$ cat src/rtl/itemset_utility_evaluator_defines.svh
// assertion macros for the itemset utility evaluator
`ifndef ITEMSET_UTILITY_EVALUATOR_DEFINES_SVH
`define ITEMSET_UTILITY_EVALUATOR_DEFINES_SVH

`ifndef SYNTHESIS
`define IUE_ASSERT_SAME(label, ante, cons) \
    label: assert property (@(posedge clk) disable iff (!rst_n) (ante) |-> (cons)) \
        else $error("iue assertion failed");
`define IUE_ASSERT_NEXT(label, ante, cons) \
    label: assert property (@(posedge clk) disable iff (!rst_n) (ante) |=> (cons)) \
        else $error("iue assertion failed");
`else
`define IUE_ASSERT_SAME(label, ante, cons)
`define IUE_ASSERT_NEXT(label, ante, cons)
`endif

`endif

$ cat src/rtl/iue_pkg.sv
package iue_pkg;

    localparam int MAX_ITEMS   = 32;
    localparam int MAX_TRANS   = 1024;
    localparam int UTIL_BITS   = 16;

    localparam int ITEM_IDX_W  = $clog2(MAX_ITEMS);
    localparam int ITEM_CNT_W  = $clog2(MAX_ITEMS + 1);
    localparam int TRANS_IDX_W = $clog2(MAX_TRANS);
    localparam int ROW_CNT_W   = $clog2(MAX_TRANS + 1);
    localparam int GROUP_SIZE  = 8;
    localparam int GROUPS      = (MAX_ITEMS + GROUP_SIZE - 1) / GROUP_SIZE;
    localparam int PSUM_W      = UTIL_BITS + $clog2(GROUP_SIZE);
    localparam int ROWSUM_W    = UTIL_BITS + $clog2(MAX_ITEMS);
    localparam int SUM_W       = 32;

    typedef enum logic {
        CMD_LOAD = 1'b0,
        CMD_EVAL = 1'b1
    } cmd_e;

    typedef enum logic [1:0] {
        CFG_ITEMS = 2'd0,
        CFG_TRANS = 2'd1,
        CFG_MIN   = 2'd2
    } cfg_idx_e;

    typedef enum logic [2:0] {
        ST_CLEAR,
        ST_IDLE,
        ST_PICK,
        ST_SCAN,
        ST_SUM,
        ST_DONE
    } state_e;

    typedef struct packed {
        logic        cmd;
        logic [9:0]  trans_index;
        logic [4:0]  item_index;
        logic        present;
        logic [15:0] item_utility;
        logic [31:0] candidate_mask;
        logic        prune_enable;
    } request_t;

    typedef struct packed {
        logic [31:0] kept_mask;
        logic [31:0] utility_sum;
        logic        is_high_utility;
        logic        saturated;
    } result_t;

    typedef struct packed {
        logic                   en;
        logic [TRANS_IDX_W-1:0] addr;
        logic [MAX_ITEMS-1:0]   bit_en;
        logic [MAX_ITEMS-1:0]   pres;
        logic                   util_en;
        logic [ITEM_IDX_W-1:0]  lane;
        logic [UTIL_BITS-1:0]   util;
    } tbl_wr_t;

    typedef struct packed {
        logic                   en;
        logic [TRANS_IDX_W-1:0] addr;
    } tbl_rd_t;

    typedef struct packed {
        logic busy;
        logic valid;
    } add_stat_t;

    // ones in the low n item positions
    function automatic logic [MAX_ITEMS-1:0] item_mask(input logic [ITEM_CNT_W-1:0] n);
        logic [MAX_ITEMS-1:0] m;
        for (int b = 0; b < MAX_ITEMS; b++)
        begin
            m[b] = (ITEM_CNT_W'(b) < n);
        end
        return m;
    endfunction

endpackage

$ cat src/rtl/iue_adder.sv
module iue_adder (
    input  logic                            clk,
    input  logic                            rst_n,
    input  logic                            in_valid,
    input  logic [iue_pkg::MAX_ITEMS-1:0]   mask,
    input  logic [iue_pkg::MAX_ITEMS-1:0]   pres,
    input  logic [iue_pkg::UTIL_BITS-1:0]   util [iue_pkg::MAX_ITEMS],
    output iue_pkg::add_stat_t              stat,
    output logic [iue_pkg::ROWSUM_W-1:0]    row_sum
);

    logic [iue_pkg::PSUM_W-1:0]   psum_next [iue_pkg::GROUPS];
    logic [iue_pkg::PSUM_W-1:0]   psum_reg  [iue_pkg::GROUPS];
    logic                         hit_reg;
    logic                         v1_reg;
    logic                         v2_reg;
    logic [iue_pkg::ROWSUM_W-1:0] row_sum_next;
    logic [iue_pkg::ROWSUM_W-1:0] row_sum_reg;

    // first stage: partial sums of the selected lanes
    always_comb
    begin
        for (int g = 0; g < iue_pkg::GROUPS; g++)
        begin
            psum_next[g] = '0;
            for (int l = 0; l < iue_pkg::GROUP_SIZE; l++)
            begin
                if (g * iue_pkg::GROUP_SIZE + l < iue_pkg::MAX_ITEMS)
                begin
                    if (mask[g * iue_pkg::GROUP_SIZE + l])
                    begin
                        psum_next[g] = psum_next[g]
                            + iue_pkg::PSUM_W'(util[g * iue_pkg::GROUP_SIZE + l]);
                    end
                end
            end
        end
    end

    // second stage: row total, zero when the row lacks a kept item
    always_comb
    begin
        row_sum_next = '0;
        for (int g = 0; g < iue_pkg::GROUPS; g++)
        begin
            row_sum_next = row_sum_next + iue_pkg::ROWSUM_W'(psum_reg[g]);
        end
        if (!hit_reg)
        begin
            row_sum_next = '0;
        end
    end

    always_ff @(posedge clk or negedge rst_n)
    begin
        if (!rst_n)
        begin
            v1_reg <= 1'b0;
            v2_reg <= 1'b0;
        end
        else
        begin
            v1_reg <= in_valid;
            v2_reg <= v1_reg;
        end
    end

    always_ff @(posedge clk)
    begin
        psum_reg    <= psum_next;
        hit_reg     <= ((pres & mask) == mask);
        row_sum_reg <= row_sum_next;
    end

    assign row_sum    = row_sum_reg;
    assign stat.valid = v2_reg;
    assign stat.busy  = v1_reg | v2_reg;

endmodule

$ cat config.mk
export PLATFORM = sky130hd
export DESIGN_NAME = iue_adder
export DESIGN_NICKNAME = d
export VERILOG_FILES = /design/src/rtl/itemset_utility_evaluator_defines.svh /design/src/rtl/iue_pkg.sv /design/src/rtl/iue_adder.sv
export SDC_FILE = /design/constraint.sdc
export NUM_CORES = 1
export LEC_CHECK = 0
export BUFFER_PORTS_ARGS = -buffer_cell sky130_fd_sc_hd__buf_2
export CORE_MARGIN = 1
export CORE_UTILIZATION = 50
export DETAILED_ROUTE_END_ITERATION = 7
export PLACE_DENSITY = 0.74
export RECOVER_POWER = 25
export SYNTH_ARGS = -nofsm -noshare
export SYNTH_HDL_FRONTEND = slang
export SYNTH_SLANG_ARGS = --single-unit
$ cat constraint.sdc
create_clock -name clk -period 5 [get_ports clk]
set_input_delay 0.25 -clock clk [delete_from_list [all_inputs] [get_ports clk]]
set_output_delay 0.25 -clock clk [all_outputs]
set_load 0.02 [all_outputs]
==> impl_metrics.toml, run 1 <==
[synthesis]
synthArstFlopShare_pct = 2.00
synth_area_leaders = "ha_1 (21%), xnor2_1 (7.4%), mux2_2 (7.2%)"
synth_ff_type = "dfxtp_1"
syn_area_per_cell_sq_um = 7.55
synth_top_area_cell = "ha_1"
synth_top_area_share_pct = 20.8
yosysWarnings = 0
synthMuxAreaShare_pct = 8.63
synth-edff-count = 0
yosys.area_share.simple_pct = 16.9
synthCells = 3985
synth-xor-area-share_pct = 11.8
syn-cell-area_sq_mm = 0.0301
synthDistinctLibCells = 87
synth_seq_area_share_pct = 6.68
synth_compound_area_share_pct = 25.8
synth_adder_area_share_pct = 25.7
synth_seq_cells = 100
synth_top_family_by_area = "compound AO/OA/AOI/OAI gates"
syn_nets = 5130

[clock_network]
clock_path_buffers = 2
cts_root_buf = "clkbuf_16"
cts_htree_levels = 3
cts_buffers = 9
numClockSinks = 100

[placed_design]
port_buffers = 601
dpl.hpwl_mm = 103
globalplace.congestion = 1.01

[global_routing]
grt_antenna_before_repair = 78
grt_usage_pct = 73.3
grt_max_degree = 30
grt_overflow = 31

[timing]
crit_endpoint = "psum_reg[75]$_DFF_P_/D"
worstEpCategory = "sequential cell input"

[floorplan]
die_y_microns = 247
initial_core_util_pct = 50.8
core.rowCount = 89
dieWidth_microns = 247
ios = 602

[outcome]
error_line = "[ERROR GRT-0232] Routing congestion too high. Check the congestion heatmap in the GUI."
outcome = "did not finish"
lastStage = "global routing"
## cell families after synthesis
| logic type | Yosys count |
|---|---|
| adder cells (fa/ha/maj) | 581 |
| multiplexers | 235 |
| AO/OA/AOI/OAI | 1224 |
| flip-flops | 100 |
| AND/OR/NAND/NOR | 1082 |
| XOR/XNOR | 402 |
| buffers and inverters | 361 |
## timing repair
item,CTS
hold buffers,2
hold endpoints to repair,3
pin swaps,342
setup endpoints to repair,72
gates resized for setup,487
buffers inserted,185
## routing by layer
metal | GRT overflow | global-route usage [%]
met1 | 1 | 70.3
met2 | 16 | 92.8
met3 | 0 | 57.5
met4 | 14 | 74.6
met5 | 0 | 32.1
## Yosys cell counts, drive strengths merged, types with 47 or more instances
cell type	count
a21oi	367
inv	270
nand3	72
clkbuf	65
nor2	297
nor2b	62
o21a	86
a21o	129
o21ai	274
nor3	68
nand2b	47
mux2	194
nand2	321
xnor2	254
dfxtp	98
ha	500
fa	66
xor2	147
and2	76
## metrics by stage
step	util, %	setup TNS (ns)	cells	instance area, sq um	worst slack, ns
CTS	85.9	-194.38	6836	50900	-4.38
detailed placement	79.2	-245.82	6651	46900	-5.11
global placement	79.2	-234.34	6651	46900	-4.93
floorplan	-	-173.03	3985	33000	-4.70
==> inputs of run 2 (changes only) <==
--- a/config.mk
+++ b/config.mk
@@ -7,9 +7,9 @@
 export LEC_CHECK = 0
 export BUFFER_PORTS_ARGS = -buffer_cell sky130_fd_sc_hd__buf_2
 export CORE_MARGIN = 1
-export CORE_UTILIZATION = 50
+export CORE_UTILIZATION = 35
 export DETAILED_ROUTE_END_ITERATION = 7
-export PLACE_DENSITY = 0.74
+export PLACE_DENSITY_LB_ADDON = 0.15
 export RECOVER_POWER = 25
 export SYNTH_ARGS = -nofsm -noshare
 export SYNTH_HDL_FRONTEND = slang
==> impl_metrics.toml, run 2 <==
[cells_and_area]
nNetsFinal = 7342
drive_above_1_share_pct = 55.4
final_cell_mix = "buf_4 (1579), buf_2 (581), ha_1 (293)"
final_common_cell = "buf_4"
largest_reg_flops = 76
fin_util_pct = 64.0
nFillCells = 7356
synthToLayoutAreaGrowth_pct = 80.9

[timing]
grt_setup_unrepaired = "true"
skew_ns = 0.0140
finalHoldViolCount = 0
fmax_mhz = 107
fin_crit_ns = 9.36
relSlewSlack_pct = 31.4
report.final.slew_viol_count = 0
setup_tns_ns = -198.75
finalCritPeriodShare_pct = 187
setup_ws_ns = -4.36
finalSetupViolCount = 72
worstMarginPinSlew_ns = 1.02

[clock_network]
clock_latency_ns = 0.36
cts_root_buf = "clkbuf_16"
cts_tree = "done"
cts.reportedPaths.clkPinSlew_ns = 0.07
numClockSinks = 100
clock_path_buffers = 2
cts_htree_levels = 3
cts_buffers = 9

[synthesis]
synth_compound_area_share_pct = 25.8
synth_seq_cells = 100
synth_seq_area_share_pct = 6.68
yosysWarnings = 0
synth-xor-area-share_pct = 11.8
synth_ff_type = "dfxtp_1"
synthCells = 3985
synthMuxAreaShare_pct = 8.63
synth_top_area_share_pct = 20.8
synthDistinctLibCells = 87
synth-edff-count = 0
syn_area_per_cell_sq_um = 7.55
synthArstFlopShare_pct = 2.00
synth_area_leaders = "ha_1 (21%), xnor2_1 (7.4%), mux2_2 (7.2%)"
yosysMostFrequentCell = "ha_1"
yosys.area_share.simple_pct = 16.9
synth_adder_area_share_pct = 25.7
syn-cell-area_sq_mm = 0.0301
synth_top_area_cell = "ha_1"
synth_top_family_by_area = "compound AO/OA/AOI/OAI gates"
syn_nets = 5130
synthTopCellsByCount = "ha_1 (500), a21oi_1 (362), nand2_1 (321)"

[global_routing]
first_global_vias = 36764
grt_antenna_before_repair = 51
grt_pass1_wl_mm = 191
grt_overflow = 0
grt_max_degree = 25
grt_usage_pct = 27.5

[floorplan]
initial_core_util_pct = 35.4
dieWidth_microns = 295
dieArea_sq_mm = 0.0872
die_y_microns = 295
ios = 602
fp.coreArea_sq_mm = 0.0851
core.rowCount = 107

[placed_design]
globalplace.congestion = 0.951
port_buffers = 601
dpl.hpwl_mm = 105
preCtsSetupSlack_ns = -5.08

[outcome]
violations = "negative setup slack"
outcome = "finished with violations"

[routing]
drc = 0
ant_nets = 0
drt_iter0_drc = 1232
wire_per_inst_microns = 17.2
via_count = 36972
drtPass1Iterations = 5
routed_via_density = 5.02
wirelength_mm = 127

[pwr]
clkPwrFrac_pct = 2.0
p_comb_share_pct = 94.4
power_leakage_nw = 26.4
switching_share_pct = 43.0
switchingPower_w = 0.0178
p_int_w = 0.0236
total_power_w = 0.0413
p_seq_share_pct = 3.6
p_per_area_mw_per_mm2 = 759
peakVddDrop_mv = 0.472

[setup_path]
regToRegStartpoint = "psum_reg[40]"
cp_max_fo = 4
crit_start = "mask[0]"
critPathMaxStageDelay_ns = 0.34
worstPathArrival_ns = 9.60
r2r_cells = 17
r2r_slack_ns = 0.40
path_depth = 54
critPathRequiredTime_ns = 5.24
cp-endpoint = "psum_reg[75]"
crit_type = "input pin to flop"
critPathLaunchType = "input pin"
cp_slowest_cell = "ha_1"
regToRegEndpoint = "row_sum[20]"
cp-end-kind = "flop"
critical_path_buf_inv_count = 5
critical-path-top-delay-family = "compound AO/OA/AOI/OAI gates"

[hold_path]
min_path_type = "input pin to flop"

[run]
timing.max_cap.violations = 0
[run 2: cell counts after synthesis]
Identical to the previous run, type by type.
[run 2: how the worst min path moves through the flow]
stage / cells after the start / from / slack (ns) / end
final: 1 / in_valid / 0.17 / v1_reg
after global routing: 1 / in_valid / 0.13 / v1_reg
after CTS: 1 / in_valid / 0.07 / v1_reg
after detailed placement: 1 / rst_n / 0.04 / v2_reg
after global placement: 1 / rst_n / 0.04 / v2_reg
after floorplan: 0 / rst_n / -0.05 / v1_reg
[run 2: final cells by class]
class | count | area (sq um) | share of cell area, %
Multi-Input combinational cell | 3524 | 33500 | 61.4
Clock inverter | 5 | 108 | 0.198
Timing Repair Buffer | 2284 | 16100 | 29.6
Clock buffer | 10 | 239 | 0.439
Sequential cell | 100 | 2010 | 3.69
Tap cell | 1144 | 1430 | 2.63
Antenna cell | 27 | 67.6 | 0.124
Inverter | 278 | 1060 | 1.94
[run 2: repair_timing]
item,CTS,global route
gates resized for setup,542,352
hold endpoints to repair,2,0
pin swaps,352,271
endpoints found under the setup margin,72,72
buffers inserted,179,98
hold buffers,1,0
[run 2: power groups by stage]
stage | combinational [W] | sequential (W) | clock, W
2_1_floorplan | 0.0201 | 0.00136 | 0
3_3_place_gp | 0.0316 | 0.00150 | 0
3_5_place_dp | 0.0320 | 0.00150 | 0
4_1_cts | 0.0363 | 0.00149 | 0.000846
5_1_grt | 0.0426 | 0.00151 | 0.000879
6_report | 0.0390 | 0.00147 | 0.000828
[run 2: kinds of logic (layout without fill, tap and decap cells)]
group	Yosys count	in the layout
buf+inv	361	2577
flops	100	100
mux	235	235
other cells	0	27
xor+xnor	402	402
compound gates	1224	1224
fa+ha+maj	581	581
simple gates	1082	1082
[run 2: routing by layer]
layer | share of wire [%] | vias up | GRT usage, %
li1 | - | 18820 | -
met1 | 43 | 17258 | 33.2
met2 | 50 | 640 | 50.0
met3 | 4.2 | 202 | 3.78
met4 | 3.0 | 52 | 7.97
met5 | 0.27 | - | 0
[run 2: metrics by stage]
stage,cells,area [sq um],hold WS [ns]
final,7372,54500,0.165
after CTS,7281,52100,0.0690
after global routing,7360,54400,0.133
after global placement,7095,47900,0.0374
after detailed placement,7095,47900,0.0386
after floorplan,3985,33000,-0.0456
(Power assumes the default switching activity.)
==> inputs of run 3 (changes only) <==
--- a/config.mk
+++ b/config.mk
@@ -8,9 +8,9 @@
 export BUFFER_PORTS_ARGS = -buffer_cell sky130_fd_sc_hd__buf_2
 export CORE_MARGIN = 1
 export CORE_UTILIZATION = 35
+export CTS_BUF_LIST = sky130_fd_sc_hd__clkbuf_4 sky130_fd_sc_hd__clkbuf_8
 export DETAILED_ROUTE_END_ITERATION = 7
 export PLACE_DENSITY_LB_ADDON = 0.15
-export RECOVER_POWER = 25
 export SYNTH_ARGS = -nofsm -noshare
 export SYNTH_HDL_FRONTEND = slang
 export SYNTH_SLANG_ARGS = --single-unit
==> impl_metrics.toml, run 3 (same netlist as run 2, synthesis figures left out) <==
[clock_network]
cts_htree_levels = 3
numClockSinks = 100
cts_root_buf = "clkbuf_8"
clock_latency_ns = 0.39
cts.reportedPaths.clkPinSlew_ns = 0.11
cts_tree = "done"
cts_buffers = 9
clock_path_buffers = 2

[placed_design]
dpl_cell_area_sq_mm = 0.0479
preCtsSetupSlack_ns = -5.08
place_inst = 7095
globalplace.congestion = 0.951
dpl.hpwl_mm = 105
port_buffers = 601

[floorplan]
ios = 602
dieArea_sq_mm = 0.0872
fp.coreArea_sq_mm = 0.0851
initial_core_util_pct = 35.4
dieWidth_microns = 295
die_y_microns = 295
core.rowCount = 107

[cells_and_area]
fin_util_pct = 65.3
largest_reg_flops = 76
layout.cells.non_filler = 7445
drive_above_1_share_pct = 57.1
nFillCells = 7188
multi_input_area_sq_mm = 0.0340
nNetsFinal = 7411
stdcell_area_sq_mm = 0.0556
final_cell_mix = "buf_4 (1611), buf_2 (593), nand2_1 (280)"
final_common_cell = "buf_4"
synthToLayoutAreaGrowth_pct = 84.6
seq_area_sq_mm = 0.00201

[routing]
routed_via_density = 5.02
routed-wl-met2_mm = 64.3
wirelength_mm = 129
dr_wl_met3_mm = 5.74
routed.top_layer = "met5"
via_count = 37346
drc = 0
ant_nets = 0
wire_per_inst_microns = 17.3
wl_met1_mm = 54.1
drtPass1Iterations = 5
drt_iter0_drc = 1129

[setup_path]
cp_max_fo = 4
cp-end-kind = "flop"
path_common_cell = "ha_4"
critPathMaxStageDelay_ns = 0.34
worstPathArrival_ns = 9.67
crit_type = "input pin to flop"
critPathRequiredTime_ns = 5.29
cp_slowest_cell = "maj3_2"
critPathLaunchType = "input pin"
r2r_cells = 17

[global_routing]
grt_antenna_before_repair = 57
grt_pass1_wl_mm = 191
grt_max_degree = 25
grt_usage_pct = 27.6
first_global_vias = 36952
grt_overflow = 0

[outcome]
outcome = "finished with violations"
violations = "negative setup slack"

[timing]
fin_crit_ns = 9.39
skew_ns = 0.0179
finalCritPeriodShare_pct = 188
setup_ws_ns = -4.39
relSlewSlack_pct = 28.3
finalSetupViolCount = 72
grt_setup_unrepaired = "true"
worstMarginPinSlew_ns = 1.07
fmax_mhz = 107
report.final.slew_viol_count = 0
finalHoldViolCount = 0

[hold_path]
min_path_type = "input pin to flop"
hold_depth = 1

[pwr]
peakVddDrop_mv = 0.475
total_power_w = 0.0420
p_per_area_mw_per_mm2 = 756
power_leakage_nw = 26.8

[run]
timing.max_cap.violations = 0
==> run 3: cell count changes in the layout (fill, tap and decap cells not counted), moves of 8 or more <==
| cell | previous run | this run |
|---|---|---|
| inv_1 | 240 | 225 |
| clkbuf_1 | 11 | 0 |
| buf_2 | 581 | 593 |
| clkbuf_16 | 9 | 0 |
| clkbuf_8 | 1 | 10 |
| nand2_1 | 288 | 280 |
| ha_4 | 195 | 207 |
| a21oi_4 | 35 | 44 |
| buf_6 | 107 | 144 |
| nand2_2 | 24 | 32 |
| inv_2 | 24 | 39 |
| buf_4 | 1579 | 1611 |
| ha_1 | 293 | 277 |
==> run 3: repair_timing <==
item,4_1_cts,5_1_grt
buffers inserted,225,134
hold endpoints to repair,2,0
pin swaps,388,365
hold buffers,1,0
gates resized for setup,548,489
gates cloned,0,0
setup endpoints to repair,72,72
==> run 3: final timing paths <==
path                           endpoint  slack [ns]          from
hold reg to reg                  v2_reg        0.38        v1_reg
max in group asynchronous        v1_reg        4.71         rst_n
min in group asynchronous        v2_reg        0.19         rst_n
hold / removal                   v1_reg        0.06      in_valid
setup / recovery           psum_reg[56]       -4.39       mask[8]
setup reg to reg            row_sum[20]        0.37  psum_reg[40]
==> run 3: through the flow <==
stage / setup TNS [ns] / hold slack, ns
final: -198.46 / 0.0622
after detailed placement: -248.86 / 0.0386
after CTS: -193.65 / 0.0243
after global routing: -220.88 / 0.0297
after global placement: -242.38 / 0.0374
after floorplan: -173.03 / -0.0456
==> run 3: cell type report <==
cell class | instances | area share, %
Inverter | 278 | 1.90
Timing Repair Buffer | 2353 | 30.2
Clock buffer | 10 | 0.248
Multi-Input combinational cell | 3524 | 61.2
Clock inverter | 5 | 0.194
Antenna cell | 31 | 0.140
Sequential cell | 100 | 3.62
Tap cell | 1144 | 2.58
==> run 3: metal layers <==
metal	track usage (%)	up-vias
met5	0	-
met4	8.59	56
met3	3.94	223
met2	50.0	694
met1	33.2	17419
li1	-	18954
==> run 3: power by group <==
group | switching, W | total [W] | internal (W)
logic | 0.0175 | 0.0399 | 0.0224
registers | 0.000280 | 0.00148 | 0.00120
clock network | 0.000300 | 0.000647 | 0.000346
==> run 3: worst max-delay path, delay by kind of cell <==
kind | cells | cell delay [ns]
buffers and inverters | 7 | 0.83
muxes | 5 | 1.26
xor gates and xnor gates | 8 | 1.07
adders and majority gates | 10 | 2.63
and+or+nand+nor | 11 | 1.41
AOI/OAI and AO/OA | 15 | 2.20
