### config.mk
export PLATFORM = sky130hd
export DESIGN_NAME = iue_ctrl
export DESIGN_NICKNAME = d
export VERILOG_FILES = /design/src/rtl/itemset_utility_evaluator_defines.svh /design/src/rtl/iue_pkg.sv /design/src/rtl/iue_ctrl.sv
export SDC_FILE = /design/constraint.sdc
export NUM_CORES = 1
export LEC_CHECK = 0
export BUFFER_PORTS_ARGS = -buffer_cell sky130_fd_sc_hd__buf_4
export CAP_MARGIN = 20
export CORE_UTILIZATION = 35
export CTS_CLUSTER_SIZE = 12
export DETAILED_ROUTE_END_ITERATION = 6
export PLACE_DENSITY = 0.55
export SLEW_MARGIN = 5
export SYNTH_ARGS = -nofsm -noshare
export SYNTH_HDL_FRONTEND = slang
export SYNTH_SLANG_ARGS = --single-unit
### constraint.sdc
create_clock -name clk -period 7.37 [get_ports clk]
set_input_delay 1.1055 -clock clk [delete_from_list [all_inputs] [get_ports clk]]
set_output_delay 1.1055 -clock clk [all_outputs]
set_load 0.005 [all_outputs]
### src/rtl/itemset_utility_evaluator_defines.svh
// assertion macros for the itemset utility evaluator
`ifndef ITEMSET_UTILITY_EVALUATOR_DEFINES_SVH
`define ITEMSET_UTILITY_EVALUATOR_DEFINES_SVH

`ifndef SYNTHESIS
`define IUE_ASSERT_SAME(label, ante, cons) \
    label: assert property (@(posedge clk) disable iff (!rst_n) (ante) |-> (cons)) \
        else $error("iue assertion failed");
`define IUE_ASSERT_NEXT(label, ante, cons) \
    label: assert property (@(posedge clk) disable iff (!rst_n) (ante) |=> (cons)) \
        else $error("iue assertion failed");
`else
`define IUE_ASSERT_SAME(label, ante, cons)
`define IUE_ASSERT_NEXT(label, ante, cons)
`endif

`endif

### src/rtl/iue_pkg.sv
package iue_pkg;

    localparam int MAX_ITEMS   = 32;
    localparam int MAX_TRANS   = 1024;
    localparam int UTIL_BITS   = 16;

    localparam int ITEM_IDX_W  = $clog2(MAX_ITEMS);
    localparam int ITEM_CNT_W  = $clog2(MAX_ITEMS + 1);
    localparam int TRANS_IDX_W = $clog2(MAX_TRANS);
    localparam int ROW_CNT_W   = $clog2(MAX_TRANS + 1);
    localparam int GROUP_SIZE  = 8;
    localparam int GROUPS      = (MAX_ITEMS + GROUP_SIZE - 1) / GROUP_SIZE;
    localparam int PSUM_W      = UTIL_BITS + $clog2(GROUP_SIZE);
    localparam int ROWSUM_W    = UTIL_BITS + $clog2(MAX_ITEMS);
    localparam int SUM_W       = 32;

    typedef enum logic {
        CMD_LOAD = 1'b0,
        CMD_EVAL = 1'b1
    } cmd_e;

    typedef enum logic [1:0] {
        CFG_ITEMS = 2'd0,
        CFG_TRANS = 2'd1,
        CFG_MIN   = 2'd2
    } cfg_idx_e;

    typedef enum logic [2:0] {
        ST_CLEAR,
        ST_IDLE,
        ST_PICK,
        ST_SCAN,
        ST_SUM,
        ST_DONE
    } state_e;

    typedef struct packed {
        logic        cmd;
        logic [9:0]  trans_index;
        logic [4:0]  item_index;
        logic        present;
        logic [15:0] item_utility;
        logic [31:0] candidate_mask;
        logic        prune_enable;
    } request_t;

    typedef struct packed {
        logic [31:0] kept_mask;
        logic [31:0] utility_sum;
        logic        is_high_utility;
        logic        saturated;
    } result_t;

    typedef struct packed {
        logic                   en;
        logic [TRANS_IDX_W-1:0] addr;
        logic [MAX_ITEMS-1:0]   bit_en;
        logic [MAX_ITEMS-1:0]   pres;
        logic                   util_en;
        logic [ITEM_IDX_W-1:0]  lane;
        logic [UTIL_BITS-1:0]   util;
    } tbl_wr_t;

    typedef struct packed {
        logic                   en;
        logic [TRANS_IDX_W-1:0] addr;
    } tbl_rd_t;

    typedef struct packed {
        logic busy;
        logic valid;
    } add_stat_t;

    // ones in the low n item positions
    function automatic logic [MAX_ITEMS-1:0] item_mask(input logic [ITEM_CNT_W-1:0] n);
        logic [MAX_ITEMS-1:0] m;
        for (int b = 0; b < MAX_ITEMS; b++)
        begin
            m[b] = (ITEM_CNT_W'(b) < n);
        end
        return m;
    endfunction

endpackage

### src/rtl/iue_ctrl.sv
module iue_ctrl (
    input  logic                             clk,
    input  logic                             rst_n,
    input  logic                             start,
    input  iue_pkg::request_t                request,
    input  logic [iue_pkg::ITEM_CNT_W-1:0]   items_in_use,
    input  logic [iue_pkg::ROW_CNT_W-1:0]    transactions_in_use,
    input  logic [31:0]                      utility_floor,
    input  logic [iue_pkg::MAX_ITEMS-1:0]    rd_pres,
    input  iue_pkg::add_stat_t               add_stat,
    input  logic [iue_pkg::ROWSUM_W-1:0]     row_sum,
    output iue_pkg::tbl_wr_t                 wr,
    output iue_pkg::tbl_rd_t                 rd,
    output logic                             rd_valid,
    output logic [iue_pkg::MAX_ITEMS-1:0]    sum_mask,
    output logic                             busy,
    output logic                             done,
    output iue_pkg::result_t                 result
);

    iue_pkg::state_e state_reg, state_next;

    logic [iue_pkg::MAX_ITEMS-1:0]   mask_reg,  mask_next;
    logic [iue_pkg::MAX_ITEMS-1:0]   kept_reg,  kept_next;
    logic [iue_pkg::MAX_ITEMS-1:0]   need_reg,  need_next;
    logic                            started_reg, started_next;
    logic [iue_pkg::ITEM_IDX_W-1:0]  j_reg,     j_next;
    logic [iue_pkg::ROW_CNT_W-1:0]   addr_reg,  addr_next;
    logic [iue_pkg::ROW_CNT_W-1:0]   rows_reg,  rows_next;
    logic                            found_reg, found_next;
    logic [iue_pkg::SUM_W-1:0]       total_reg, total_next;
    logic                            sat_reg,   sat_next;
    logic                            rd_valid_reg, rd_valid_next;

    logic                            accept;
    logic                            issue;
    logic                            last_item;
    logic [iue_pkg::MAX_ITEMS-1:0]   j_bit;
    logic [iue_pkg::MAX_ITEMS-1:0]   kept_adv;
    logic                            pick_to_scan;
    logic                            scan_end;
    logic                            sum_end;
    logic [iue_pkg::ITEM_CNT_W-1:0]  n_items;
    logic [iue_pkg::SUM_W:0]         acc;

    assign accept    = start && (state_reg == iue_pkg::ST_IDLE);
    assign last_item = (j_reg == iue_pkg::ITEM_IDX_W'(iue_pkg::MAX_ITEMS - 1));
    assign j_bit     = iue_pkg::MAX_ITEMS'(1) << j_reg;
    assign n_items   = (items_in_use > iue_pkg::ITEM_CNT_W'(iue_pkg::MAX_ITEMS))
                       ? iue_pkg::ITEM_CNT_W'(iue_pkg::MAX_ITEMS) : items_in_use;
    assign issue     = ((state_reg == iue_pkg::ST_SCAN) ||
                        (state_reg == iue_pkg::ST_SUM && mask_reg != '0))
                       && (addr_reg < rows_reg);
    assign pick_to_scan = mask_reg[j_reg] && started_reg;
    assign scan_end  = (addr_reg >= rows_reg) && !rd_valid_reg;
    assign sum_end   = (mask_reg == '0) || (scan_end && !add_stat.busy);
    assign acc       = {1'b0, total_reg} + (iue_pkg::SUM_W + 1)'(row_sum);

    // kept set after the item under test is decided
    always_comb
    begin
        kept_adv = kept_reg;
        if (state_reg == iue_pkg::ST_SCAN && found_reg)
        begin
            kept_adv = kept_reg | j_bit;
        end
        if (state_reg == iue_pkg::ST_PICK && mask_reg[j_reg] && !started_reg)
        begin
            kept_adv = j_bit;
        end
    end

    always_comb
    begin
        state_next = state_reg;
        case (state_reg)
            iue_pkg::ST_CLEAR:
            begin
                if (addr_reg == iue_pkg::ROW_CNT_W'(iue_pkg::MAX_TRANS - 1))
                begin
                    state_next = iue_pkg::ST_IDLE;
                end
            end
            iue_pkg::ST_IDLE:
            begin
                if (accept && request.cmd == iue_pkg::CMD_EVAL)
                begin
                    state_next = request.prune_enable ? iue_pkg::ST_PICK : iue_pkg::ST_SUM;
                end
            end
            iue_pkg::ST_PICK:
            begin
                if (pick_to_scan)
                begin
                    state_next = iue_pkg::ST_SCAN;
                end
                else if (last_item)
                begin
                    state_next = iue_pkg::ST_SUM;
                end
            end
            iue_pkg::ST_SCAN:
            begin
                if (scan_end)
                begin
                    state_next = last_item ? iue_pkg::ST_SUM : iue_pkg::ST_PICK;
                end
            end
            iue_pkg::ST_SUM:
            begin
                if (sum_end)
                begin
                    state_next = iue_pkg::ST_DONE;
                end
            end
            iue_pkg::ST_DONE:
            begin
                state_next = iue_pkg::ST_IDLE;
            end
            default:
            begin
                state_next = iue_pkg::ST_IDLE;
            end
        endcase
    end

    always_comb
    begin
        mask_next     = mask_reg;
        kept_next     = kept_reg;
        need_next     = need_reg;
        started_next  = started_reg;
        j_next        = j_reg;
        addr_next     = addr_reg;
        rows_next     = rows_reg;
        found_next    = found_reg;
        total_next    = total_reg;
        sat_next      = sat_reg;
        rd_valid_next = issue;
        if (issue)
        begin
            addr_next = addr_reg + iue_pkg::ROW_CNT_W'(1);
        end
        case (state_reg)
            iue_pkg::ST_CLEAR:
            begin
                addr_next = addr_reg + iue_pkg::ROW_CNT_W'(1);
            end
            iue_pkg::ST_IDLE:
            begin
                mask_next    = request.candidate_mask & iue_pkg::item_mask(n_items);
                kept_next    = '0;
                started_next = 1'b0;
                j_next       = '0;
                addr_next    = '0;
                total_next   = '0;
                sat_next     = 1'b0;
                rows_next    = (transactions_in_use > iue_pkg::ROW_CNT_W'(iue_pkg::MAX_TRANS))
                               ? iue_pkg::ROW_CNT_W'(iue_pkg::MAX_TRANS)
                               : transactions_in_use;
            end
            iue_pkg::ST_PICK:
            begin
                kept_next = kept_adv;
                if (mask_reg[j_reg])
                begin
                    started_next = 1'b1;
                end
                if (pick_to_scan)
                begin
                    need_next  = kept_reg | j_bit;
                    addr_next  = '0;
                    found_next = 1'b0;
                end
                else if (last_item)
                begin
                    mask_next = kept_adv;
                    addr_next = '0;
                end
                else
                begin
                    j_next = j_reg + iue_pkg::ITEM_IDX_W'(1);
                end
            end
            iue_pkg::ST_SCAN:
            begin
                if (rd_valid_reg && ((rd_pres & need_reg) == need_reg))
                begin
                    found_next = 1'b1;
                end
                if (scan_end)
                begin
                    kept_next = kept_adv;
                    if (last_item)
                    begin
                        mask_next = kept_adv;
                        addr_next = '0;
                    end
                    else
                    begin
                        j_next = j_reg + iue_pkg::ITEM_IDX_W'(1);
                    end
                end
            end
            iue_pkg::ST_SUM:
            begin
                if (add_stat.valid)
                begin
                    if (acc[iue_pkg::SUM_W])
                    begin
                        total_next = '1;
                        sat_next   = 1'b1;
                    end
                    else
                    begin
                        total_next = acc[iue_pkg::SUM_W-1:0];
                    end
                end
            end
            default:
            begin
            end
        endcase
    end

    always_ff @(posedge clk or negedge rst_n)
    begin
        if (!rst_n)
        begin
            state_reg    <= iue_pkg::ST_CLEAR;
            addr_reg     <= '0;
            rd_valid_reg <= 1'b0;
        end
        else
        begin
            state_reg    <= state_next;
            addr_reg     <= addr_next;
            rd_valid_reg <= rd_valid_next;
        end
    end

    always_ff @(posedge clk)
    begin
        mask_reg    <= mask_next;
        kept_reg    <= kept_next;
        need_reg    <= need_next;
        started_reg <= started_next;
        j_reg       <= j_next;
        rows_reg    <= rows_next;
        found_reg   <= found_next;
        total_reg   <= total_next;
        sat_reg     <= sat_next;
    end

    // table ports and result
    always_comb
    begin
        wr         = '0;
        rd.en      = issue;
        rd.addr    = addr_reg[iue_pkg::TRANS_IDX_W-1:0];
        if (state_reg == iue_pkg::ST_CLEAR)
        begin
            wr.en     = 1'b1;
            wr.addr   = addr_reg[iue_pkg::TRANS_IDX_W-1:0];
            wr.bit_en = '1;
        end
        else if (accept && request.cmd == iue_pkg::CMD_LOAD)
        begin
            wr.en      = 1'b1;
            wr.addr    = request.trans_index;
            wr.bit_en  = iue_pkg::MAX_ITEMS'(1) << request.item_index;
            wr.pres    = {iue_pkg::MAX_ITEMS{request.present}};
            wr.util_en = 1'b1;
            wr.lane    = request.item_index;
            wr.util    = request.item_utility;
        end
        busy                   = (state_reg != iue_pkg::ST_IDLE);
        done                   = (state_reg == iue_pkg::ST_DONE);
        rd_valid               = rd_valid_reg && (state_reg == iue_pkg::ST_SUM);
        sum_mask               = mask_reg;
        result.kept_mask       = mask_reg;
        result.utility_sum     = total_reg;
        result.is_high_utility = (total_reg >= utility_floor);
        result.saturated       = sat_reg;
    end

endmodule

Yosys cells after proc, flatten, opt, wreduce, memory -nomap -nowiden

Index checks and enable logic that the tools add are counted.

Add/sub/neg operators: 3
Multipliers: 0
Div/mod/pow operators: 0
Order comparisons: 38
Eq/ne operators: 20
Shift operators: 2
Mux-type cells: 43
Bitwise operators: 4
Reduce and logical (&&, ||, !) cells: 33

Operators by type and width:

| cell                 | number |
|---|---|
| $mux 32              | 8 |
| $pmux 32 s3          | 2 |
| $mux 97              | 1 |
| $lt 5x6->1 const A   | 16 |
| $and 32x32->32       | 2 |
| $pmux 32 s2          | 1 |
| $shl 1x5->32 const A | 2 |
| $mux 54              | 1 |
| $lt 4x6->1 const A   | 8 |
| $mux 11              | 4 |
| $pmux 11 s4          | 1 |
| $mux 43              | 1 |
| $add 32x21->33       | 1 |
| $eq 32x32->1         | 1 |
| $ge 32x32->1         | 1 |
| $logic_not 32->1     | 1 |
| $or 32x32->32        | 1 |
| $reduce_bool 32->1   | 1 |
| $lt 3x6->1 const A   | 4 |
| $mux 3               | 8 |
| $ne 2x2->1 const B   | 8 |
| $mux 5               | 3 |
| $pmux 3 s5           | 1 |
| $pmux 5 s3           | 1 |
| 31 further kinds     | 65 |

Bits in registers: 162
Latch bits: 0
Bits in writable memories: 0
Bits in read-only memories: 0
Input bits: 173
Output and inout port bits: 209
Logic and storage cells: 155
Memories: 0

Logic depth before layout (Yosys ltp)

Word-level depth: 8
Mapped depth: 11
Gate-level depth less buffers: 10

Worst setup path before layout

No wires, ideal clock.

Path type: register -> register
From: register j_reg[2] in the netlist's numbering
To: register mask_reg, in the netlist sum_mask[0], enable pin
Library setup time: 0.470 ns
Arrival time: 5.456 ns
Data required time: 6.900 ns
Setup slack: 1.444 ns
Stages on the path, launching flop included: 9
Path buffers: 1
Clock period less this slack: 5.926 ns
Cell sequence: edfxtp_1 -> buf_4 -> mux4_2 -> mux2i_1 -> o22ai_1 -> o31ai_4 -> nor2_1 -> nor4_1 -> a21boi_0

Word-level cells in the longest chain between the ends: 5

Ends and longest elaborated chain:

| element                           | RTL line        | text |
|---|---|---|
| start, declared                   | iue_ctrl.sv:27  | `logic [iue_pkg::ITEM_IDX_W-1:0] j_reg, j_next;` |
| start signal, assigned            | iue_ctrl.sv:248 | `j_reg <= j_next;` |
| $bmux 1 s5                        | iue_ctrl.sv:54  | `assign pick_to_scan = mask_reg[j_reg] && started_reg;` |
| $mux 1 (not written as such)      | iue_ctrl.sv:54  |  |
| $logic_and 1x1->1                 | iue_ctrl.sv:54  |  |
| $ne 2x2->1 (no source line)       | n/a             |  |
| $reduce_and 3->1 (no source line) | n/a             |  |
| end signal, assigned              | iue_ctrl.sv:244 | `mask_reg <= mask_next;` |
| end, declared                     | iue_ctrl.sv:23  | `logic [iue_pkg::MAX_ITEMS-1:0] mask_reg, mask_next;` |

Every way passes these cells. The select of a mux whose other input is x is not followed.
A chain may end at the register's enable or synchronous reset.

Worst setup path after layout

From: input port row_sum[0] in the netlist's numbering
To: register total_reg[15] in the netlist's numbering (data pin)

Word-level cells in the longest chain between the ends: 4

Ends and longest elaborated chain:

| element              | RTL line        | text |
|---|---|---|
| start, declared      | iue_ctrl.sv:11  | `input logic [iue_pkg::ROWSUM_W-1:0] row_sum,` |
| $add 32x21->33       | iue_ctrl.sv:57  | `assign acc = {1'b0, total_reg} + (iue_pkg::SUM_W + 1)'(row_sum);` |
| $mux 32              | iue_ctrl.sv:209 | `if (acc[iue_pkg::SUM_W])` |
| $mux 32              | iue_ctrl.sv:207 | `if (add_stat.valid)` |
| $pmux 32 s2          | iue_ctrl.sv:144 | `case (state_reg)` |
| end signal, assigned | iue_ctrl.sv:251 | `total_reg <= total_next;` |
| end, declared        | iue_ctrl.sv:31  | `logic [iue_pkg::SUM_W-1:0] total_reg, total_next;` |

Every way passes these cells. The select of a mux whose other input is x is not followed.

==> results.py <==
metrics = {
    "run_status": {
        "status": "finished with violations",
        "failed_checks": "design-rule violations",
    },
    "synthesis": {
        "synth.lib_cells_used.distinct": 62,
        "synth_fp_nets": 1335,
        "async_flop_share_pct": 9.26,
        "number_of_synthesized_flops_with_an_enable_pin": 147,
        "yosys_warnings": 0,
        "synth_area_per_cell_um2": 10.1,
        "netlist_area_before_placement_um2": 11000,
        "synth_ff_type": "sky130_fd_sc_hd__edfxtp_1",
        "seq_area_frac_synth_pct": 43.6,
        "synthCells": 1090,
        "ys_seq_elements": 162,
    },
    "cts": {
        "tritoncts.num_buffers": 17,
        "cts_setup_buffers": 0,
        "cts_tree": "done",
        "cts.sink_count": 162,
        "cts_hold_buf": 0,
        "postCtsResizedCells": 0,
        "htreeDepth": 4,
        "clkTransAtPathRegs_ns": 0.07,
        "clock_latency_ns": 0.43,
        "cts-root-to-sink-buffers": 2,
        "cts.root.buffer_cell": "sky130_fd_sc_hd__clkbuf_16",
    },
    "sta": {
        "worst_slew_pin_slew_ns": 1.04,
        "final.setup.tns_ns": 0,
        "max_freq_ghz": 0.229,
        "post-route-period-util_pct": 59.2,
        "rsz_0062_raised_after_global_routing": "no",
        "clock_skew_ns": 0.0157,
        "hold_ws_ns": 0.517,
        "final-hold-violation-count": 0,
        "setup-violations-final": 0,
        "finalWorstPathRequiredPeriod_ns": 4.36,
        "final-max-slew-violation-count": 0,
        "timing.slew.headroom_pct": 30.4,
    },
    "global_routing": {
        "via_count_of_the_first_global_routing_pass": 8618,
        "grt_remaining_overflow": 0,
        "grt_antenna_before_repair": 0,
        "first_pass_grt_wire_length_um": 49900,
        "grt_max_degree": 39,
        "grt_util_all_layers_pct": 20.7,
    },
    "floorplanning": {
        "core_region_area_um2": 30700,
        "starting_density_of_the_core_pct": 35.8,
        "design.die.area_um2": 32100,
        "io-pin-count": 382,
        "std_cell_rows": 64,
        "dieWidth_um": 179,
        "dieHeight_um": 179,
    },
    "critical_path": {
        "critical_path_startpoint": "row_sum[0]",
        "end_of_the_critical_path": "total_reg[15]$_SDFFCE_PN0P_",
        "crit_type": "in -> reg",
        "crit_path_start_kind": "primary input",
        "cp_cell_sequence": "buf_4 > ha_1 > fa_1 > a211oi_1 > o211ai_1 > nand4_1 > nand3_1 > a221oi_1 > nor2_1 > a2111oi_0 > a211oi_1",
        "path_buf_inv": 1,
        "timing.critical_path.depth": 11,
        "crit_arrival_ns": 4.53,
        "r2r_setup_slack_ns": 3.34,
        "crit_path_max_incr_delay_ns": 0.83,
        "r2r-end": "total_reg[15]$_SDFFCE_PN0P_",
        "critical_path_required_ns": 7.54,
        "timing.rr.start": "total_reg[0]$_SDFFCE_PN0P_",
        "cp_top_family": "compound AO/OA/AOI/OAI gates",
        "critical_path_peak_fanout": 8,
        "critical-path-top-cell-by-count": "sky130_fd_sc_hd__a211oi_1",
        "reg2reg_depth": 10,
        "timing.critical_path.to_type": "register",
        "cp_slowest_cell": "sky130_fd_sc_hd__a221oi_1",
    },
    "routing": {
        "finalWirelength_um": 34300,
        "avgRoutedWirePerCell_um": 19.1,
        "via_per_inst": 5.24,
        "route.detailed.drc": 38,
        "drt_pre_antenna_iters": 7,
        "drt-initial-drc-count": 700,
        "ant_nets": 0,
        "num_vias": 9417,
    },
    "power_and_ir_drop": {
        "comb_power_share_pct": 9.2,
        "net-switching-power_mw": 0.490,
        "share_seq_of_total_power_pct": 47.2,
        "power_switching_share_pct": 23.3,
        "power.internal_mw": 1.61,
        "power_leakage_nw": 6.31,
        "vdd.ir_drop.worst_uv": 108,
        "share_clk_of_total_power_pct": 43.6,
        "power.density_cell_area_nw_per_um2": 146,
    },
    "final_layout": {
        "finish.net_count": 1633,
        "fill_cells": 2939,
        "antennaDiodeCount": 0,
        "area_growth_pct": 30.6,
        "final_layout_size_suffix_gt1_share_pct": 32.0,
        "finalInstanceArea_um2": 14400,
        "post-route-util_pct": 46.7,
    },
    "min_path": {
        "hp-class": "in -> async",
    },
    "placed_design": {
        "place_hpwl_um": 26800,
        "gp_congestion": 0.870,
        "placed_cell_area_um2": 13700,
        "io_buffer_count": 381,
    },
    "run": {
        "maximum_capacitance_violations": 0,
    },
}
[per-stage QoR]
| stage | cells | total power, mW | setup WS, ns |
|---|---|---|---|
| after floorplan | 1090 | 1.10 | 1.44 |
| after global placement | 1763 | 1.20 | 2.36 |
| after detailed placement | 1764 | 1.20 | 2.27 |
| after CTS | 1796 | 2.11 | 2.72 |
| after global routing | 1797 | 2.18 | 2.76 |
| final | 1797 | 2.10 | 3.01 |
[layout make-up]
class / instances / area (µm²) / area share (%)
multi-input combinational: 718 / 5140 / 35.8
sequential: 162 / 4790 / 33.4
timing repair buffer: 393 / 2980 / 20.7
tap: 396 / 495 / 3.45
clock buffer: 17 / 425 / 2.96
inverter: 96 / 360 / 2.51
clock inverter: 15 / 170 / 1.19
[power by group through the flow]
| stage | sequential, mW | combinational [mW] | clock, mW |
|---|---|---|---|
| final | 0.992 | 0.193 | 0.915 |
| after global routing | 0.991 | 0.214 | 0.970 |
| after CTS | 0.992 | 0.192 | 0.929 |
| after detailed placement | 1.01 | 0.191 | 0 |
| after global placement | 1.01 | 0.190 | 0 |
| after floorplan | 1.01 | 0.0909 | 0 |
[logic make-up (layout without fill, tap and decap cells)]
group / after synthesis / in the layout / share of synthesized area (%)
AO/OA/AOI/OAI: 336 / 336 / 21.1
XOR/XNOR: 25 / 25 / 1.99
adder cells (fa/ha/maj): 72 / 72 / 8.26
buffers and inverters: 210 / 521 / 9.84
flip-flops: 162 / 162 / 43.6
multiplexers: 14 / 14 / 2.19
AND/OR/NAND/NOR: 271 / 271 / 13.0
[worst min-delay path by stage]
stage / startpoint / end / slack (ns) / cells after the start
detailed placement: kept_reg[4]$_SDFFCE_PP0P_ / need_reg[4]$_DFFE_PP_ / 0.51 / 1
finish: rst_n / addr_reg[0]$_DFF_PN0_ / 0.52 / 1
global placement: kept_reg[4]$_SDFFCE_PP0P_ / need_reg[4]$_DFFE_PP_ / 0.51 / 1
floorplan: addr_reg[10]$_DFF_PN0_ / addr_reg[10]$_DFF_PN0_ / 0.49 / 1
global route: rst_n / addr_reg[0]$_DFF_PN0_ / 0.51 / 1
CTS: rst_n / addr_reg[0]$_DFF_PN0_ / 0.51 / 1
[cells in the mapped netlist (5+ instances only)]
| master | count | area, µm² |
|---|---|---|
| sky130_fd_sc_hd__and4_1 | 5 | 43.8 |
| sky130_fd_sc_hd__a211oi_1 | 12 | 90.1 |
| sky130_fd_sc_hd__ha_1 | 71 | 888 |
| sky130_fd_sc_hd__and3_1 | 17 | 106 |
| sky130_fd_sc_hd__a21o_1 | 54 | 405 |
| sky130_fd_sc_hd__mux2i_1 | 6 | 60.1 |
| sky130_fd_sc_hd__nor3_1 | 11 | 55.1 |
| sky130_fd_sc_hd__a221oi_1 | 9 | 78.8 |
| sky130_fd_sc_hd__edfxtp_1 | 147 | 4410 |
| sky130_fd_sc_hd__and2_1 | 30 | 188 |
| sky130_fd_sc_hd__nand2_1 | 62 | 233 |
| sky130_fd_sc_hd__clkbuf_1 | 31 | 116 |
| sky130_fd_sc_hd__xnor2_1 | 13 | 114 |
| sky130_fd_sc_hd__a311oi_1 | 5 | 43.8 |
| sky130_fd_sc_hd__a31o_1 | 25 | 219 |
| sky130_fd_sc_hd__buf_4 | 76 | 571 |
| sky130_fd_sc_hd__nor4_1 | 12 | 75.1 |
| sky130_fd_sc_hd__o22ai_1 | 12 | 75.1 |
| sky130_fd_sc_hd__o21ai_0 | 65 | 325 |
| sky130_fd_sc_hd__xor2_1 | 12 | 105 |
| sky130_fd_sc_hd__mux4_2 | 8 | 180 |
| sky130_fd_sc_hd__nand2b_1 | 15 | 93.8 |
| sky130_fd_sc_hd__a21oi_1 | 61 | 305 |
| sky130_fd_sc_hd__a31oi_1 | 11 | 68.8 |
| sky130_fd_sc_hd__nor2b_1 | 25 | 156 |
| sky130_fd_sc_hd__a22o_1 | 36 | 315 |
| sky130_fd_sc_hd__nand4_1 | 10 | 62.6 |
| sky130_fd_sc_hd__o21bai_1 | 15 | 113 |
| sky130_fd_sc_hd__nand3_1 | 19 | 95.1 |
| sky130_fd_sc_hd__or3_1 | 8 | 50.1 |
| sky130_fd_sc_hd__buf_2 | 7 | 35.0 |
| sky130_fd_sc_hd__nor2_1 | 42 | 158 |
| sky130_fd_sc_hd__inv_1 | 95 | 357 |
| sky130_fd_sc_hd__dfrtp_1 | 15 | 375 |
[layer usage]
layer,track usage [%],wire length [µm],vias to the layer above
met5,0,0,-
met4,3.61,212,0
met3,3.71,2200,19
met2,31.7,15500,341
met1,30.4,16500,4482
li1,-,-,4575
[cells in the final DEF, fill, tap and decap left out, types with 11 or more instances in the layout]
| cell | n |
|---|---|
| sky130_fd_sc_hd__clkbuf_16 | 17 |
| sky130_fd_sc_hd__a211oi_1 | 12 |
| sky130_fd_sc_hd__o21bai_1 | 15 |
| sky130_fd_sc_hd__nand3_1 | 19 |
| sky130_fd_sc_hd__a31o_1 | 25 |
| sky130_fd_sc_hd__buf_4 | 391 |
| sky130_fd_sc_hd__and3_1 | 17 |
| sky130_fd_sc_hd__nor2b_1 | 25 |
| sky130_fd_sc_hd__xnor2_1 | 13 |
| sky130_fd_sc_hd__o22ai_1 | 12 |
| sky130_fd_sc_hd__and2_1 | 30 |
| sky130_fd_sc_hd__a22o_1 | 36 |
| sky130_fd_sc_hd__o21ai_0 | 65 |
| sky130_fd_sc_hd__a21oi_1 | 61 |
| sky130_fd_sc_hd__nand2b_1 | 15 |
| sky130_fd_sc_hd__ha_1 | 71 |
| sky130_fd_sc_hd__dfrtp_1 | 15 |
| sky130_fd_sc_hd__inv_1 | 95 |
| sky130_fd_sc_hd__nor4_1 | 12 |
| sky130_fd_sc_hd__nand2_1 | 62 |
| sky130_fd_sc_hd__a21o_1 | 54 |
| sky130_fd_sc_hd__xor2_1 | 12 |
| sky130_fd_sc_hd__nor2_1 | 41 |
| sky130_fd_sc_hd__edfxtp_1 | 147 |
| sky130_fd_sc_hd__a31oi_1 | 11 |
No activity file was read; power rests on OpenSTA's default activity.
